## config.mk

```make
export PLATFORM = sky130hd
export DESIGN_NAME = pid_controller_antiwindup
export DESIGN_NICKNAME = d
export VERILOG_FILES = /design/src/rtl/pidaw_pkg.sv /design/src/rtl/pidaw_cfg.sv /design/src/rtl/pidaw_dp.sv /design/src/rtl/pidaw_ctrl.sv /design/src/rtl/pid_controller_antiwindup.sv
export SDC_FILE = /design/constraint.sdc
export NUM_CORES = 2
export LEC_CHECK = 0
export BUFFER_PORTS_ARGS = -buffer_cell sky130_fd_sc_hd__buf_2
export CAP_MARGIN = 5
export CELL_PAD_IN_SITES_DETAIL_PLACEMENT = 2
export CELL_PAD_IN_SITES_GLOBAL_PLACEMENT = 2
export CORE_ASPECT_RATIO = 0.8
export CORE_MARGIN = 4
export CORE_UTILIZATION = 40
export DETAILED_ROUTE_END_ITERATION = 6
export PLACE_DENSITY_LB_ADDON = 0.1
export SETUP_SLACK_MARGIN = 0.02
export SYNTH_ARGS = -nofsm -noshare
export SYNTH_HDL_FRONTEND = slang
export SYNTH_SLANG_ARGS = --single-unit
```

## constraint.sdc

```tcl
create_clock -name clk -period 22.3 [get_ports clk]
set_clock_uncertainty 0.2 [all_clocks]
set_input_delay 0 -clock clk [delete_from_list [all_inputs] [get_ports clk]]
set_output_delay 0 -clock clk [all_outputs]
set_load 0.1 [all_outputs]
```

## src/rtl/pidaw_pkg.sv

```systemverilog
// ----------------------------------------------------------------------------
// pidaw_pkg - shared definitions for the PID controller with anti-windup
// Default widths, register and mode codes, and the command and status words
// passed between the step sequencer and the datapath.
// ----------------------------------------------------------------------------
package pidaw_pkg;

    // default sizes, Q16.16 data with a 48-bit integrator
    localparam int DATA_WIDTH_DEF = 32;
    localparam int FRAC_BITS_DEF  = 16;
    localparam int ACC_WIDTH_DEF  = 48;

    // filter coefficient format: Q1.16, one is 65536
    localparam int          ALPHA_FRAC = 16;
    localparam logic [16:0] ALPHA_ONE  = 17'h10000;

    // default step time 0.01 s, given at 16 fraction bits
    localparam int DT_RESET_Q16 = 655;
    localparam int DT_REF_FRAC  = 16;

    // configuration register map
    localparam int CFG_IDX_W = 3;
    typedef enum logic [CFG_IDX_W-1:0] {
        REG_KP    = 3'd0,
        REG_KI_DT = 3'd1,
        REG_KD_DT = 3'd2,
        REG_ALPHA = 3'd3,
        REG_DT    = 3'd4,
        REG_LOW   = 3'd5,
        REG_HIGH  = 3'd6,
        REG_MODE  = 3'd7
    } reg_idx_t;

    // anti-windup modes (code three behaves as none)
    typedef enum logic [1:0] {
        MODE_NONE = 2'd0,
        MODE_COND = 2'd1,
        MODE_BACK = 2'd2
    } mode_t;

    // operand pair selected for the shared multiplier
    typedef enum logic [2:0] {
        MOP_ALPHA = 3'd0,
        MOP_KP    = 3'd1,
        MOP_KI    = 3'd2,
        MOP_KD    = 3'd3,
        MOP_BACK  = 3'd4
    } mop_t;

    // sequencer to datapath
    typedef struct packed {
        logic load_in;    // latch the input word
        logic clear;      // clear item: empty history, zero result
        logic do_err;     // form error and raw difference
        logic mul_en;     // multiplier digit step
        logic mul_first;  // upper digit, restarts the product
        mop_t mop;
        logic upd_filt;   // take filtered derivative, store measurement
        logic cap_pp;     // proportional term
        logic cap_cand;   // integrator candidate
        logic cap_s1;     // first partial sum
        logic cap_sum;    // full sum
        logic cap_cmd;    // clamp and conditional decision
        logic cap_bdiff;  // back-calculation error
        logic cap_back;   // back-calculation correction
        logic finish;     // commit integrator, load result word
    } dp_cmd_t;

    // datapath to sequencer
    typedef struct packed {
        logic back_calc;  // back-calculation active for this step
    } dp_sts_t;

endpackage

```

## src/rtl/pidaw_cfg.sv

```systemverilog
// ----------------------------------------------------------------------------
// pidaw_cfg - configuration register file
// Eight writable registers holding gains, filter coefficient, step time,
// output limits and the anti-windup mode. Always ready.
// ----------------------------------------------------------------------------
module pidaw_cfg #(
    parameter int DATA_WIDTH = pidaw_pkg::DATA_WIDTH_DEF,
    parameter int FRAC_BITS  = pidaw_pkg::FRAC_BITS_DEF,
    parameter int CFG_W      = (DATA_WIDTH > 17) ? DATA_WIDTH : 17
) (
    input  logic                                 clk,
    input  logic                                 rst_n,
    input  logic                                 cfg_valid,
    output logic                                 cfg_ready,
    input  logic [pidaw_pkg::CFG_IDX_W-1:0]      cfg_index,
    input  logic [CFG_W-1:0]                     cfg_data,
    output logic signed [DATA_WIDTH-1:0]         kp_gain,
    output logic signed [DATA_WIDTH-1:0]         ki_dt_gain,
    output logic signed [DATA_WIDTH-1:0]         kd_over_dt_gain,
    output logic [16:0]                          filter_alpha,
    output logic [DATA_WIDTH-2:0]                step_time,
    output logic signed [DATA_WIDTH-1:0]         out_low,
    output logic signed [DATA_WIDTH-1:0]         out_high,
    output logic [1:0]                           windup_mode
);

    localparam logic [DATA_WIDTH-1:0] ONE_Q     = DATA_WIDTH'(64'd1 << FRAC_BITS);
    localparam logic [DATA_WIDTH-1:0] NEG_ONE_Q = ~ONE_Q + DATA_WIDTH'(1);
    localparam logic [DATA_WIDTH-2:0] DT_RST    =
        (DATA_WIDTH-1)'((64'(pidaw_pkg::DT_RESET_Q16) << FRAC_BITS)
                        >> pidaw_pkg::DT_REF_FRAC);

    logic signed [DATA_WIDTH-1:0] kp_reg;
    logic signed [DATA_WIDTH-1:0] ki_reg;
    logic signed [DATA_WIDTH-1:0] kd_reg;
    logic [16:0]                  alpha_reg;
    logic [DATA_WIDTH-2:0]        dt_reg;
    logic signed [DATA_WIDTH-1:0] low_reg;
    logic signed [DATA_WIDTH-1:0] high_reg;
    logic [1:0]                   mode_reg;

    assign cfg_ready = 1'b1;

    // register writes, each truncated to its own width
    always_ff @(posedge clk or negedge rst_n)
    begin
        if (!rst_n)
        begin
            kp_reg    <= ONE_Q;
            ki_reg    <= '0;
            kd_reg    <= '0;
            alpha_reg <= pidaw_pkg::ALPHA_ONE;
            dt_reg    <= DT_RST;
            low_reg   <= NEG_ONE_Q;
            high_reg  <= ONE_Q;
            mode_reg  <= pidaw_pkg::MODE_NONE;
        end
        else if (cfg_valid && cfg_ready)
        begin
            unique case (pidaw_pkg::reg_idx_t'(cfg_index))
                pidaw_pkg::REG_KP:    kp_reg    <= cfg_data[DATA_WIDTH-1:0];
                pidaw_pkg::REG_KI_DT: ki_reg    <= cfg_data[DATA_WIDTH-1:0];
                pidaw_pkg::REG_KD_DT: kd_reg    <= cfg_data[DATA_WIDTH-1:0];
                pidaw_pkg::REG_ALPHA: alpha_reg <= cfg_data[16:0];
                pidaw_pkg::REG_DT:    dt_reg    <= cfg_data[DATA_WIDTH-2:0];
                pidaw_pkg::REG_LOW:   low_reg   <= cfg_data[DATA_WIDTH-1:0];
                pidaw_pkg::REG_HIGH:  high_reg  <= cfg_data[DATA_WIDTH-1:0];
                pidaw_pkg::REG_MODE:  mode_reg  <= cfg_data[1:0];
            endcase
        end
    end

    assign kp_gain         = kp_reg;
    assign ki_dt_gain      = ki_reg;
    assign kd_over_dt_gain = kd_reg;
    assign filter_alpha    = alpha_reg;
    assign step_time       = dt_reg;
    assign out_low         = low_reg;
    assign out_high        = high_reg;
    assign windup_mode     = mode_reg;

endmodule

```

## src/rtl/pidaw_dp.sv

```systemverilog
// ----------------------------------------------------------------------------
// pidaw_dp - PID datapath
// Controller state, one shared digit-serial multiplier (two digits per
// product), saturating adders, output clamp and the result word registers.
// ----------------------------------------------------------------------------
module pidaw_dp #(
    parameter int DATA_WIDTH = pidaw_pkg::DATA_WIDTH_DEF,
    parameter int FRAC_BITS  = pidaw_pkg::FRAC_BITS_DEF,
    parameter int ACC_WIDTH  = pidaw_pkg::ACC_WIDTH_DEF
) (
    input  logic                          clk,
    input  logic                          rst_n,
    input  pidaw_pkg::dp_cmd_t            cmd,
    output pidaw_pkg::dp_sts_t            sts,
    input  logic signed [DATA_WIDTH-1:0]  setpoint,
    input  logic signed [DATA_WIDTH-1:0]  measurement,
    input  logic signed [DATA_WIDTH-1:0]  kp_gain,
    input  logic signed [DATA_WIDTH-1:0]  ki_dt_gain,
    input  logic signed [DATA_WIDTH-1:0]  kd_over_dt_gain,
    input  logic [16:0]                   filter_alpha,
    input  logic [DATA_WIDTH-2:0]         step_time,
    input  logic signed [DATA_WIDTH-1:0]  out_low,
    input  logic signed [DATA_WIDTH-1:0]  out_high,
    input  logic [1:0]                    windup_mode,
    output logic signed [DATA_WIDTH-1:0]  command,
    output logic signed [DATA_WIDTH-1:0]  unsaturated,
    output logic signed [DATA_WIDTH-1:0]  integral_term,
    output logic                          saturated
);

    localparam int D   = DATA_WIDTH;
    localparam int A   = ACC_WIDTH;
    localparam int DAM = (D > A) ? D : A;
    // first partial sum and back-calculation error are held to 64 bits at most
    localparam int S1W = (A + 1 > 64) ? 64 : A + 1;
    localparam int AW  = (DAM + 1 > 64) ? 64 : DAM + 1;
    localparam int BW  = (D + 1 > 18) ? D + 1 : 18;
    localparam int DIG = (BW + 1) / 2;
    localparam int PW  = AW + 2 * DIG;
    localparam int XW  = PW + 2;

    localparam logic signed [XW-1:0] ONE_X = {{(XW-1){1'b0}}, 1'b1};

    // saturate a wide signed value to w bits (result still XW wide)
    function automatic logic signed [XW-1:0] sat_w(input logic signed [XW-1:0] x,
                                                  input int unsigned w);
        logic signed [XW-1:0] hi;
        logic signed [XW-1:0] lo;
        hi = (ONE_X <<< (w - 1)) - ONE_X;
        lo = ~hi;
        if (x > hi)
            sat_w = hi;
        else if (x < lo)
            sat_w = lo;
        else
            sat_w = x;
    endfunction

    // controller state
    logic signed [A-1:0]   acc_reg;
    logic signed [D-1:0]   filt_reg;
    logic signed [D-1:0]   prev_reg;
    logic                  have_prev_reg;

    // working registers
    logic signed [D-1:0]   sp_reg;
    logic signed [D-1:0]   meas_reg;
    logic signed [D-1:0]   err_reg;
    logic signed [D:0]     diff_reg;
    logic signed [PW-1:0]  mul_acc_reg;
    logic signed [A-1:0]   pp_reg;
    logic signed [A-1:0]   cand_reg;
    logic signed [S1W-1:0] s1_reg;
    logic signed [A-1:0]   sum_reg;
    logic signed [D-1:0]   cmd_reg;
    logic                  take_reg;
    logic signed [AW-1:0]  bdiff_reg;

    // result word
    logic signed [D-1:0]   command_reg;
    logic signed [D-1:0]   unsat_reg;
    logic signed [D-1:0]   integ_reg;
    logic                  saturated_reg;

    logic signed [D-1:0]     err_next;
    logic signed [D-1:0]     raw_diff;
    logic signed [D:0]       diff_next;
    logic signed [D-1:0]     filt_next;
    logic signed [D:0]       neg_filt;
    logic [16:0]             alpha_eff;
    logic signed [AW-1:0]    mul_a;
    logic signed [2*DIG-1:0] mul_b;
    logic signed [DIG:0]     digit;
    logic signed [AW+DIG:0]  part;
    logic signed [PW-1:0]    mul_acc_next;
    logic signed [A-1:0]     prod_sat;
    logic signed [A-1:0]     cand_next;
    logic signed [S1W-1:0]   s1_next;
    logic signed [A-1:0]     sum_next;
    logic signed [XW-1:0]    sum_x;
    logic signed [XW-1:0]    lo_x;
    logic signed [XW-1:0]    hi_x;
    logic signed [XW-1:0]    floor_x;
    logic signed [XW-1:0]    cmd_x;
    logic signed [D-1:0]     cmd_next;
    logic                    take_next;
    logic                    err_neg;
    logic                    err_pos;
    logic signed [AW-1:0]    bdiff_next;
    logic signed [A-1:0]     back_next;
    logic signed [A-1:0]     acc_next;

    // error and raw measurement difference
    assign err_next  = D'(sat_w(XW'(sp_reg) - XW'(meas_reg), D));
    assign raw_diff  = have_prev_reg ? D'(sat_w(XW'(meas_reg) - XW'(prev_reg), D)) : '0;
    assign diff_next = (D+1)'(raw_diff) - (D+1)'(filt_reg);
    assign neg_filt  = -((D+1)'(filt_reg));
    assign alpha_eff = (filter_alpha > pidaw_pkg::ALPHA_ONE) ? pidaw_pkg::ALPHA_ONE
                                                              : filter_alpha;

    // multiplier operand select
    always_comb
    begin
        unique case (cmd.mop)
            pidaw_pkg::MOP_ALPHA:
            begin
                mul_a = AW'(diff_reg);
                mul_b = (2*DIG)'($signed({1'b0, alpha_eff}));
            end
            pidaw_pkg::MOP_KP:
            begin
                mul_a = AW'(err_reg);
                mul_b = (2*DIG)'(kp_gain);
            end
            pidaw_pkg::MOP_KI:
            begin
                mul_a = AW'(err_reg);
                mul_b = (2*DIG)'(ki_dt_gain);
            end
            pidaw_pkg::MOP_KD:
            begin
                mul_a = AW'(neg_filt);
                mul_b = (2*DIG)'(kd_over_dt_gain);
            end
            pidaw_pkg::MOP_BACK:
            begin
                mul_a = bdiff_reg;
                mul_b = (2*DIG)'($signed({1'b0, step_time}));
            end
            default:
            begin
                mul_a = '0;
                mul_b = '0;
            end
        endcase
    end

    // digit step: upper digit signed first, then lower digit unsigned
    assign digit = cmd.mul_first ? (DIG+1)'($signed(mul_b[2*DIG-1:DIG]))
                                 : $signed({1'b0, mul_b[DIG-1:0]});
    assign part  = mul_a * digit;
    assign mul_acc_next = cmd.mul_first ? PW'(part)
                                        : (mul_acc_reg <<< DIG) + PW'(part);

    // product rounded toward minus infinity, saturated to accumulator width
    assign prod_sat  = A'(sat_w(XW'(mul_acc_reg) >>> FRAC_BITS, A));
    assign filt_next = D'(sat_w(XW'(filt_reg)
                                + (XW'(mul_acc_reg) >>> pidaw_pkg::ALPHA_FRAC), D));
    assign cand_next = A'(sat_w(XW'(acc_reg) + XW'(prod_sat), A));
    assign s1_next   = S1W'(sat_w(XW'(pp_reg) + XW'(cand_reg), S1W));
    assign sum_next  = A'(sat_w(XW'(s1_reg) + XW'(prod_sat), A));
    assign back_next = A'(sat_w(XW'(cand_reg) + XW'(prod_sat), A));

    // clamp; the upper limit wins when the limits cross
    assign sum_x     = XW'(sum_reg);
    assign lo_x      = XW'(out_low);
    assign hi_x      = XW'(out_high);
    assign floor_x   = (sum_x < lo_x) ? lo_x : sum_x;
    assign cmd_x     = (floor_x > hi_x) ? hi_x : floor_x;
    assign cmd_next  = D'(cmd_x);
    assign err_neg   = err_reg[D-1];
    assign err_pos   = !err_reg[D-1] && (err_reg != '0);
    assign take_next = (cmd_x == sum_x) || ((sum_x > hi_x) && err_neg)
                       || ((sum_x < lo_x) && err_pos);
    assign bdiff_next = AW'(sat_w(XW'(cmd_reg) - XW'(sum_reg), AW));

    // integrator commit
    assign acc_next = ((windup_mode == pidaw_pkg::MODE_COND) && !take_reg) ? acc_reg
                                                                           : cand_reg;

    assign sts.back_calc = (windup_mode == pidaw_pkg::MODE_BACK)
                           && !ki_dt_gain[D-1] && (ki_dt_gain != '0);

    // controller state
    always_ff @(posedge clk or negedge rst_n)
    begin
        if (!rst_n)
        begin
            acc_reg       <= '0;
            filt_reg      <= '0;
            prev_reg      <= '0;
            have_prev_reg <= 1'b0;
        end
        else if (cmd.clear)
        begin
            acc_reg       <= '0;
            filt_reg      <= '0;
            have_prev_reg <= 1'b0;
        end
        else
        begin
            if (cmd.upd_filt)
            begin
                filt_reg      <= filt_next;
                prev_reg      <= meas_reg;
                have_prev_reg <= 1'b1;
            end
            if (cmd.finish)
                acc_reg <= acc_next;
        end
    end

    // working and result registers
    always_ff @(posedge clk)
    begin
        if (cmd.load_in)
        begin
            sp_reg   <= setpoint;
            meas_reg <= measurement;
        end
        if (cmd.do_err)
        begin
            err_reg  <= err_next;
            diff_reg <= diff_next;
        end
        if (cmd.mul_en)
            mul_acc_reg <= mul_acc_next;
        if (cmd.cap_pp)
            pp_reg <= prod_sat;
        if (cmd.cap_cand)
            cand_reg <= cand_next;
        else if (cmd.cap_back)
            cand_reg <= back_next;
        if (cmd.cap_s1)
            s1_reg <= s1_next;
        if (cmd.cap_sum)
            sum_reg <= sum_next;
        if (cmd.cap_cmd)
        begin
            cmd_reg  <= cmd_next;
            take_reg <= take_next;
        end
        if (cmd.cap_bdiff)
            bdiff_reg <= bdiff_next;
        if (cmd.clear)
        begin
            command_reg   <= '0;
            unsat_reg     <= '0;
            integ_reg     <= '0;
            saturated_reg <= 1'b0;
        end
        else if (cmd.finish)
        begin
            command_reg   <= cmd_reg;
            unsat_reg     <= D'(sat_w(XW'(sum_reg), D));
            integ_reg     <= D'(sat_w(XW'(acc_next), D));
            saturated_reg <= (XW'(cmd_reg) != XW'(sum_reg));
        end
    end

    assign command       = command_reg;
    assign unsaturated   = unsat_reg;
    assign integral_term = integ_reg;
    assign saturated     = saturated_reg;

endmodule

```

## src/rtl/pidaw_ctrl.sv

```systemverilog
// ----------------------------------------------------------------------------
// pidaw_ctrl - step sequencer
// Walks one clear word or one control step through the datapath: error,
// filter product, the three gain products, sums, clamp and optional
// back-calculation; owns the handshakes of both word channels.
// ----------------------------------------------------------------------------
module pidaw_ctrl (
    input  logic                clk,
    input  logic                rst_n,
    input  logic                in_valid,
    output logic                in_ready,
    input  logic                kind,
    output logic                out_valid,
    input  logic                out_ready,
    output pidaw_pkg::dp_cmd_t  cmd,
    input  pidaw_pkg::dp_sts_t  sts
);

    typedef enum logic [4:0] {
        ST_IDLE,
        ST_CLEAR,
        ST_ERR,
        ST_A0,
        ST_A1,
        ST_P0,
        ST_P1,
        ST_I0,
        ST_I1,
        ST_D0,
        ST_D1,
        ST_SUM,
        ST_CLAMP,
        ST_BD,
        ST_B0,
        ST_B1,
        ST_BACC,
        ST_DONE
    } state_t;

    state_t state_reg;
    state_t state_next;
    logic   out_valid_reg;
    logic   out_valid_next;
    logic   out_free;

    assign in_ready  = (state_reg == ST_IDLE);
    assign out_valid = out_valid_reg;
    assign out_free  = !out_valid_reg || out_ready;

    // next state and output valid
    always_comb
    begin
        state_next     = state_reg;
        out_valid_next = out_valid_reg && !out_ready;
        unique case (state_reg)
            ST_IDLE:
            begin
                if (in_valid)
                    state_next = kind ? ST_CLEAR : ST_ERR;
            end
            ST_CLEAR:
            begin
                if (out_free)
                begin
                    state_next     = ST_IDLE;
                    out_valid_next = 1'b1;
                end
            end
            ST_ERR:   state_next = ST_A0;
            ST_A0:    state_next = ST_A1;
            ST_A1:    state_next = ST_P0;
            ST_P0:    state_next = ST_P1;
            ST_P1:    state_next = ST_I0;
            ST_I0:    state_next = ST_I1;
            ST_I1:    state_next = ST_D0;
            ST_D0:    state_next = ST_D1;
            ST_D1:    state_next = ST_SUM;
            ST_SUM:   state_next = ST_CLAMP;
            ST_CLAMP: state_next = sts.back_calc ? ST_BD : ST_DONE;
            ST_BD:    state_next = ST_B0;
            ST_B0:    state_next = ST_B1;
            ST_B1:    state_next = ST_BACC;
            ST_BACC:  state_next = ST_DONE;
            ST_DONE:
            begin
                if (out_free)
                begin
                    state_next     = ST_IDLE;
                    out_valid_next = 1'b1;
                end
            end
            default:  state_next = ST_IDLE;
        endcase
    end

    // state and registered outputs
    always_ff @(posedge clk or negedge rst_n)
    begin
        if (!rst_n)
        begin
            state_reg     <= ST_IDLE;
            out_valid_reg <= 1'b0;
        end
        else
        begin
            state_reg     <= state_next;
            out_valid_reg <= out_valid_next;
        end
    end

    // datapath commands
    always_comb
    begin
        cmd           = '0;
        cmd.mop       = pidaw_pkg::MOP_ALPHA;
        cmd.load_in   = in_valid && (state_reg == ST_IDLE);
        unique case (state_reg)
            ST_CLEAR: cmd.clear = out_free;
            ST_ERR:   cmd.do_err = 1'b1;
            ST_A0:
            begin
                cmd.mul_en    = 1'b1;
                cmd.mul_first = 1'b1;
            end
            ST_A1:    cmd.mul_en = 1'b1;
            ST_P0:
            begin
                cmd.mul_en    = 1'b1;
                cmd.mul_first = 1'b1;
                cmd.mop       = pidaw_pkg::MOP_KP;
                cmd.upd_filt  = 1'b1;
            end
            ST_P1:
            begin
                cmd.mul_en = 1'b1;
                cmd.mop    = pidaw_pkg::MOP_KP;
            end
            ST_I0:
            begin
                cmd.mul_en    = 1'b1;
                cmd.mul_first = 1'b1;
                cmd.mop       = pidaw_pkg::MOP_KI;
                cmd.cap_pp    = 1'b1;
            end
            ST_I1:
            begin
                cmd.mul_en = 1'b1;
                cmd.mop    = pidaw_pkg::MOP_KI;
            end
            ST_D0:
            begin
                cmd.mul_en    = 1'b1;
                cmd.mul_first = 1'b1;
                cmd.mop       = pidaw_pkg::MOP_KD;
                cmd.cap_cand  = 1'b1;
            end
            ST_D1:
            begin
                cmd.mul_en = 1'b1;
                cmd.mop    = pidaw_pkg::MOP_KD;
                cmd.cap_s1 = 1'b1;
            end
            ST_SUM:   cmd.cap_sum = 1'b1;
            ST_CLAMP: cmd.cap_cmd = 1'b1;
            ST_BD:    cmd.cap_bdiff = 1'b1;
            ST_B0:
            begin
                cmd.mul_en    = 1'b1;
                cmd.mul_first = 1'b1;
                cmd.mop       = pidaw_pkg::MOP_BACK;
            end
            ST_B1:
            begin
                cmd.mul_en = 1'b1;
                cmd.mop    = pidaw_pkg::MOP_BACK;
            end
            ST_BACC:  cmd.cap_back = 1'b1;
            ST_DONE:  cmd.finish = out_free;
            default:  cmd.clear = 1'b0;
        endcase
    end

`ifndef SYNTHESIS
    // a result is never written over one still waiting
    assert property (@(posedge clk) disable iff (!rst_n)
        (cmd.finish || cmd.clear) |-> (!out_valid_reg || out_ready))
        else $error("result loaded while output word pending");

    // one step at a time
    assert property (@(posedge clk) disable iff (!rst_n)
        (in_valid && in_ready) |=> !in_ready)
        else $error("input taken while a step is in progress");

    // every product gets its lower digit, same operands
    assert property (@(posedge clk) disable iff (!rst_n)
        cmd.mul_first |=> (cmd.mul_en && !cmd.mul_first && (cmd.mop == $past(cmd.mop))))
        else $error("multiplier digit sequence broken");

    // output valid rises only when a result is loaded
    assert property (@(posedge clk) disable iff (!rst_n)
        $rose(out_valid_reg) |-> $past(cmd.finish || cmd.clear))
        else $error("output valid without a result");
`endif

endmodule

```

## src/rtl/pid_controller_antiwindup.sv

```systemverilog
// ----------------------------------------------------------------------------
// pid_controller_antiwindup - fixed-point PID step with anti-windup
// Derivative on measurement through a first-order filter, clamped output,
// integrator modes: always, conditional, back-calculation.
// ----------------------------------------------------------------------------
// Use:
//   Input channel (in_valid/in_ready) takes one word: kind 0 is a control step
//   on setpoint and measurement, kind 1 clears integrator and derivative
//   history. Each word gives exactly one result word on out_valid/out_ready:
//   command, unsaturated sum, integral term and the saturated flag.
//   Configuration (cfg_valid/cfg_ready, cfg_index, cfg_data) is always ready
//   and should only be written while no step is in progress.
// Step sequence:
//   A control step forms the error, then the filter, proportional, integral
//   and derivative products, the sum and the clamp; with back-calculation
//   active it adds the back-calculation error and product before the commit.
//   The single shared multiplier forms each of the four or five products in
//   two digit steps. A new word is accepted only once the last has committed.
// Reset and stall:
//   Reset loads the default registers, empties the controller state and drops
//   out_valid. A waiting result holds the output register; the next word may
//   be accepted meanwhile, and its step waits at its last cycle until the
//   output is taken.
// ----------------------------------------------------------------------------
module pid_controller_antiwindup #(
    parameter int DATA_WIDTH = pidaw_pkg::DATA_WIDTH_DEF,
    parameter int FRAC_BITS  = pidaw_pkg::FRAC_BITS_DEF,
    parameter int ACC_WIDTH  = pidaw_pkg::ACC_WIDTH_DEF
) (
    input  logic                              clk,
    input  logic                              rst_n,
    input  logic                              cfg_valid,
    output logic                              cfg_ready,
    input  logic [pidaw_pkg::CFG_IDX_W-1:0]   cfg_index,
    input  logic [((DATA_WIDTH > 17) ? DATA_WIDTH : 17)-1:0] cfg_data,
    input  logic                              in_valid,
    output logic                              in_ready,
    input  logic                              kind,
    input  logic signed [DATA_WIDTH-1:0]      setpoint,
    input  logic signed [DATA_WIDTH-1:0]      measurement,
    output logic                              out_valid,
    input  logic                              out_ready,
    output logic signed [DATA_WIDTH-1:0]      command,
    output logic signed [DATA_WIDTH-1:0]      unsaturated,
    output logic signed [DATA_WIDTH-1:0]      integral_term,
    output logic                              saturated
);

    localparam int CFG_W = (DATA_WIDTH > 17) ? DATA_WIDTH : 17;

    logic signed [DATA_WIDTH-1:0] kp_gain;
    logic signed [DATA_WIDTH-1:0] ki_dt_gain;
    logic signed [DATA_WIDTH-1:0] kd_over_dt_gain;
    logic [16:0]                  filter_alpha;
    logic [DATA_WIDTH-2:0]        step_time;
    logic signed [DATA_WIDTH-1:0] out_low;
    logic signed [DATA_WIDTH-1:0] out_high;
    logic [1:0]                   windup_mode;

    pidaw_pkg::dp_cmd_t dp_cmd;
    pidaw_pkg::dp_sts_t dp_sts;

    // configuration registers
    pidaw_cfg #(
        .DATA_WIDTH (DATA_WIDTH),
        .FRAC_BITS  (FRAC_BITS),
        .CFG_W      (CFG_W)
    ) u_cfg (
        .clk             (clk),
        .rst_n           (rst_n),
        .cfg_valid       (cfg_valid),
        .cfg_ready       (cfg_ready),
        .cfg_index       (cfg_index),
        .cfg_data        (cfg_data),
        .kp_gain         (kp_gain),
        .ki_dt_gain      (ki_dt_gain),
        .kd_over_dt_gain (kd_over_dt_gain),
        .filter_alpha    (filter_alpha),
        .step_time       (step_time),
        .out_low         (out_low),
        .out_high        (out_high),
        .windup_mode     (windup_mode)
    );

    // step sequencer
    pidaw_ctrl u_ctrl (
        .clk       (clk),
        .rst_n     (rst_n),
        .in_valid  (in_valid),
        .in_ready  (in_ready),
        .kind      (kind),
        .out_valid (out_valid),
        .out_ready (out_ready),
        .cmd       (dp_cmd),
        .sts       (dp_sts)
    );

    // datapath
    pidaw_dp #(
        .DATA_WIDTH (DATA_WIDTH),
        .FRAC_BITS  (FRAC_BITS),
        .ACC_WIDTH  (ACC_WIDTH)
    ) u_dp (
        .clk             (clk),
        .rst_n           (rst_n),
        .cmd             (dp_cmd),
        .sts             (dp_sts),
        .setpoint        (setpoint),
        .measurement     (measurement),
        .kp_gain         (kp_gain),
        .ki_dt_gain      (ki_dt_gain),
        .kd_over_dt_gain (kd_over_dt_gain),
        .filter_alpha    (filter_alpha),
        .step_time       (step_time),
        .out_low         (out_low),
        .out_high        (out_high),
        .windup_mode     (windup_mode),
        .command         (command),
        .unsaturated     (unsaturated),
        .integral_term   (integral_term),
        .saturated       (saturated)
    );

endmodule

```

== Word level (Yosys, flattened, before mapping) ==
Index checks and enable logic that the tools add are counted.
W data, S select, Z words.

* $add $sub $neg: 11
* Muxes and demuxes: 56
* Order comparisons: 26
* Equal/unequal tests: 34
* Bitwise gates (word level): 1
* Multipliers: 1
* Reduce and logical (&&, ||, !) cells: 42

{| class="wikitable"
|+ Operators with widths
! cell !! count
|-
| $mux W48 || 12
|-
| $mux W32 || 12
|-
| $pmux W49 S4 || 1
|-
| $mux W85 || 2
|-
| $pmux W34 S5 || 1
|-
| $add A48 B48 Y49 || 3
|-
| $sub A32 B32 Y33 || 3
|-
| $gt A49 B48 Y1 const B || 2
|-
| $gt A49 B49 Y1 const B || 2
|-
| $lt A49 B48 Y1 const B || 2
|-
| $lt A49 B49 Y1 const B || 2
|-
| $mux W49 || 2
|-
| $gt A48 B32 Y1 const B || 2
|-
| $lt A48 B32 Y1 const B || 2
|-
| $eq A85 B48 Y1 || 1
|-
| $gt A85 B32 Y1 || 1
|-
| $pmux W5 S17 || 1
|-
| $add A83 B67 Y83 || 1
|-
| $mux W83 || 1
|-
| $add A32 B67 Y68 || 1
|-
| $gt A68 B32 Y1 const B || 1
|-
| $lt A68 B32 Y1 const B || 1
|-
| $gt A67 B48 Y1 const B || 1
|-
| $lt A67 B48 Y1 const B || 1
|-
| 42 further kinds || 113
|}

* Output and inout port bits: 100
* Word-level logic and storage cells: 201
* Input bits: 105
* Flip-flop bits (word level): 913

== Longest topological paths before layout ==
* Word-level depth: 9
* Gate-level depth with buffers: 52
* Depth with buffers taken out: 50

== Hierarchy ==
Synthesis repeated with hierarchy kept, for this count alone.

* Cell total of the unflattened synthesis: 10,892
* Area, all modules: 97,733.7 um^2

{| class="wikitable"
|+ By module, submodules not included
! module !! seq. area each (um^2) !! area each (um^2) !! times used !! cells each
|-
| pidaw_dp || 19,393.6 || 89,178.0 || 1 || 10,360
|-
| pidaw_cfg || 5,286.3 || 7,983.9 || 1 || 455
|-
| pidaw_ctrl || 150.1 || 571.8 || 1 || 77
|}

== Least setup slack after synthesis ==
No wires, ideal clock.

* Path kind: reg-to-reg
* From: register u_ctrl.state_reg[3]
* To: register u_dp.mul_acc_reg[82], data pin
* Arrival: 11.499 ns
* Setup time: 0.284 ns
* Setup slack: 10.317 ns
* Clock period less this slack: 11.983 ns
* Buffers on the path: 4
* Data required time: 21.816 ns
* Cell stages (with the launch flop): 51
* Cells stage by stage: dfrtp_1 clkbuf_1 inv_1 nor2_1 nand3_1 nand2_1 nor3_2 a21boi_1 buf_2 a211oi_1 a41oi_1 clkbuf_1 clkbuf_1 nand2_1 fa_1 fa_1 inv_1 fa_1 [15 not listed] o41ai_1 o31a_1 mux2i_1 o221ai_2 ha_1 a21o_1 a21o_1 a21o_1 a21o_1 a21o_1 a21o_1 a21o_1 a21oi_1 o21ai_0 a21oi_1 xnor2_1 nand2_1 xnor2_1

* Longest elaborated chain between the ends: 9
* Elaborated cells on any way between the ends: 28
* Those cells by class: add/sub: 1; mul: 1; eq/ne: 13; mux: 6; reduce/logical: 7

{| class="wikitable"
|+ RTL lines
! what !! RTL line !! source
|-
| from (decl) || pidaw_ctrl.sv:40 || <nowiki>state_t state_reg;</nowiki>
|-
| from (signal assigned) || pidaw_ctrl.sv:106 || <nowiki>state_reg <= state_next;</nowiki>
|-
| $eq A5 B4 Y1 or $eq A5 B3 Y1 (tied branches) || pidaw_ctrl.sv:117 || <nowiki>unique case (state_reg)</nowiki>
|-
| $reduce_or A2 Y1 (no source line) || - ||
|-
| $pmux W3 S4 || pidaw_ctrl.sv:117 ||
|-
| $eq A3 B3 Y1 (tied with other cells) || pidaw_dp.sv:124 || <nowiki>unique case (cmd.mop)</nowiki>
|-
| $pmux W34 S5 or $reduce_or A2 Y1 (tied branches) || - ||
|-
| $mux W18 or $pmux W49 S4 (tied branches) || pidaw_dp.sv:159, pidaw_dp.sv:124 ||
|-
| $mul A49 B18 Y67 || pidaw_dp.sv:161 || <nowiki>assign part = mul_a * digit;</nowiki>
|-
| $add A83 B67 Y83 || pidaw_dp.sv:163 || <nowiki>: (mul_acc_reg <<< DIG) + PW'(part);</nowiki>
|-
| $mux W83 (*) || pidaw_dp.sv:162 || <nowiki>assign mul_acc_next = cmd.mul_first ? PW'(part)</nowiki>
|-
| via u_dp.mul_acc_next[82] || pidaw_dp.sv:95 || <nowiki>logic signed [PW-1:0] mul_acc_next;</nowiki>
|-
| to (signal assigned) || pidaw_dp.sv:237 || <nowiki>mul_acc_reg <= mul_acc_next;</nowiki>
|-
| to (decl) || pidaw_dp.sv:70 || <nowiki>logic signed [PW-1:0] mul_acc_reg;</nowiki>
|}

Mark *: on every way through the listed nets, which the timed path passes. The rest lies on a longest branch.
A chain may end at the register's enable or synchronous reset.

== Final worst setup path ==
* From: register u_ctrl.state_reg[3]
* To: register u_dp.mul_acc_reg[79], data pin

The elaborated chain is that of the path after synthesis.

==> results.md <==
- Multi-input gate area: 64200 sq um
- Post-route cell area: 106000 sq um
- DP Area: 100000 sq um
- Critical path class: reg2reg
- H-tree levels: 3
- Worst reg2reg startpoint: u_ctrl.state_reg[3]
- WP data required: 22560 ps
- Avg Vias per Cell: 6.01
- Grt ovf: 0
- Core box area: 236000 sq um
- Yosys cell types: 101
- Pin count of the biggest net entering global routing: 85
- Flop2flop setup slack: 6070 ps
- First-pass GRT wire length: 636 mm
- Slowest Stage Delay on Critical Path: 1020 ps
- Clk sinks: 913
- CP max FO: 32
- Initial Util: 40.4%
- Arrival time of the worst setup path: 16490 ps
- Critical path depth: 48
- Vias in the first global route: 91800
- Failing checks: DRC
- Top-level I/O count: 205
- Synth warn: 0
- Layout cells sized above 1: 8.69%
- Measured slew at the worst slew-check pin: 1320 ps
- Number of synthesized register bits: 913
- Root Driver: clkbuf_16
- ANT nets after route: 0
- Sequential Area: 24800 sq um
- Async set-reset flop share out of synthesis: 36.0%
- Setup TNS: 0 ps
- Die X: 553 um
- Worst-skew pair later-pin latency: 740 ps
- # rows: 159
- Die Height: 444 um
- Relative slew slack: 11.9%
- Mapped Avg Cell Area: 9.02 sq um
- Worst Reg-to-Reg Cells: 48
- Routed len/inst: 30.6 um
- Max-slew violation count: 0
- RSZ-0062 raised after global routing: false
- FF-to-FF End: u_dp.mul_acc_reg[79]
- Post CTS Setup Buffer Count: 0
- Commonest cells after routing, fill and taps aside: nand2_1, inv_1, fa_1
- Router iterations before antenna repair: 7
- Fmax: 61.6 MHz
- Worst hold path type: in2reg
- Max-cap violation count: 0
- Final WL: 429 mm
- CP bufs+invs: 9
- Port Buffers: 203
- Max reg flops: 83
- Cells after Synth: 10600
- Reg clk slew, reported paths: 60 ps
- Number of flops mapped to enable cells by yosys: 487
- Initial DRC count: 7378
- Clk buf depth: 3
- Final net count: 12500
- Period utilization: 72.8%
- Via count: 84200
- Fillers: 25400
- GPL Wtd Cong: 0.964
- Final setup vio count: 0
- Mapped Area: 95200 sq um
- Hold Path End: u_cfg.out_high[31]
- CP endpoint kind: flop
- Commonest non-fill, non-tap cell in the layout: nand2_1
- DIE AREA: 246000 sq um
- Hold Startpoint: cfg_data[31]
- HPWL Detailed: 331 mm
- P&R area growth vs syn: 11.1%
- GR Util All Layers: 34.4%
- CP max stage cell: nor3_1
- DRC Markers: 4
- CP delay by family, top: compound AO/OA/AOI/OAI gates
- Initial antenna violation count: 19
- Seq/Total Area, Yosys: 26.1%
- Final hold violation count: 0
- TritonCTS clock tree: done
- Crit path launch type: flop
- CTS Buf Count: 104
- Hold path depth: 3
- Final min period: 16230 ps
- Post-layout util: 44.9%
- Prevailing post-synth register cell: edfxtp_1
- Status: finished, violations left
- Syn nets: 12300
-- area by class of cell --
class                           instances  share of cell area (%)
Antenna cell                            3                 0.00710
Clock buffer                          148                    2.88
Clock inverter                         50                   0.596
Inverter                             1320                    4.69
Multi-Input combinational cell       7888                    60.7
Sequential cell                       913                    23.5
Tap cell                             3139                    3.71
Timing Repair Buffer                  554                    3.91
-- per-layer routing --
layer | routed length [um] | part of all wire [%] | vias up | track usage [%]
li1 | - | - | 36500 | -
met1 | 192000 | 45 | 44400 | 48.2
met2 | 189000 | 44 | 2667 | 53.3
met3 | 31600 | 7.4 | 633 | 6.63
met4 | 16200 | 3.8 | 4 | 11.2
met5 | 23 | 0.0054 | - | 0
-- synth_stat cells, types with 160 or more instances --
cell type	n	area (sq um)
a21o_1	397	2980
a21oi_1	696	3480
clkbuf_1	369	1390
dfrtp_1	304	7610
edfxtp_1	487	14600
fa_1	836	16700
ha_1	771	9650
inv_1	1320	4950
mux2_2	249	2800
nand2_1	1460	5480
nand3_1	160	801
nor2_1	608	2280
o21ai_0	469	2350
xnor2_1	342	3000
xor2_1	220	1930
-- worst max path at each step --
stage | start | to
after floorplan | u_ctrl.state_reg[3] | u_dp.mul_acc_reg[82]
after CTS | u_ctrl.state_reg[3] | u_dp.mul_acc_reg[75]
after detailed placement | u_ctrl.state_reg[3] | u_dp.mul_acc_reg[75]
after global routing | u_ctrl.state_reg[3] | u_dp.mul_acc_reg[79]
final | u_ctrl.state_reg[3] | u_dp.mul_acc_reg[79]
after global placement | u_ctrl.state_reg[3] | u_dp.mul_acc_reg[82]
-- worst reg2reg max path: cells and delay by family, from the launching register on --
kind | cells | cell delay [ps]
flops | 1 | 720
xor+xnor | 2 | 410
simple gates | 8 | 3010
buf+inv | 9 | 1320
fa+ha+maj | 8 | 3900
compound gates | 21 | 6410
-- per-stage QoR --
stage               instances  hold WS (ps)  setup WS, ps
CTS                     14000          10.5          6440
global placement        13600          -104          6970
finish                  14000          41.9          6070
detailed placement      13600         -94.6          6540
floorplan               10600          -496         10320
global route            14000          10.1          5180
-- repair_timing --
action                                 4_1_cts  5_1_grt
endpoints found under the hold margin      433        0
resized for setup                            0        0
hold buffers                               181        0
-- cell families (layout without fill, tap and decap cells) --
group,Yosys count,after routing,synth area share (%)
other cells,1,4,0.00394
buf+inv,1760,2072,7.03
simple gates,3014,3014,14.2
compound gates,2437,2437,16.7
xor+xnor,562,562,5.17
flops,913,913,26.1
fa+ha+maj,1612,1612,27.8
mux,262,262,3.08
Power is not shown: default switching activity piles up to over one toggle a cycle in this logic, so the estimate is an artifact.
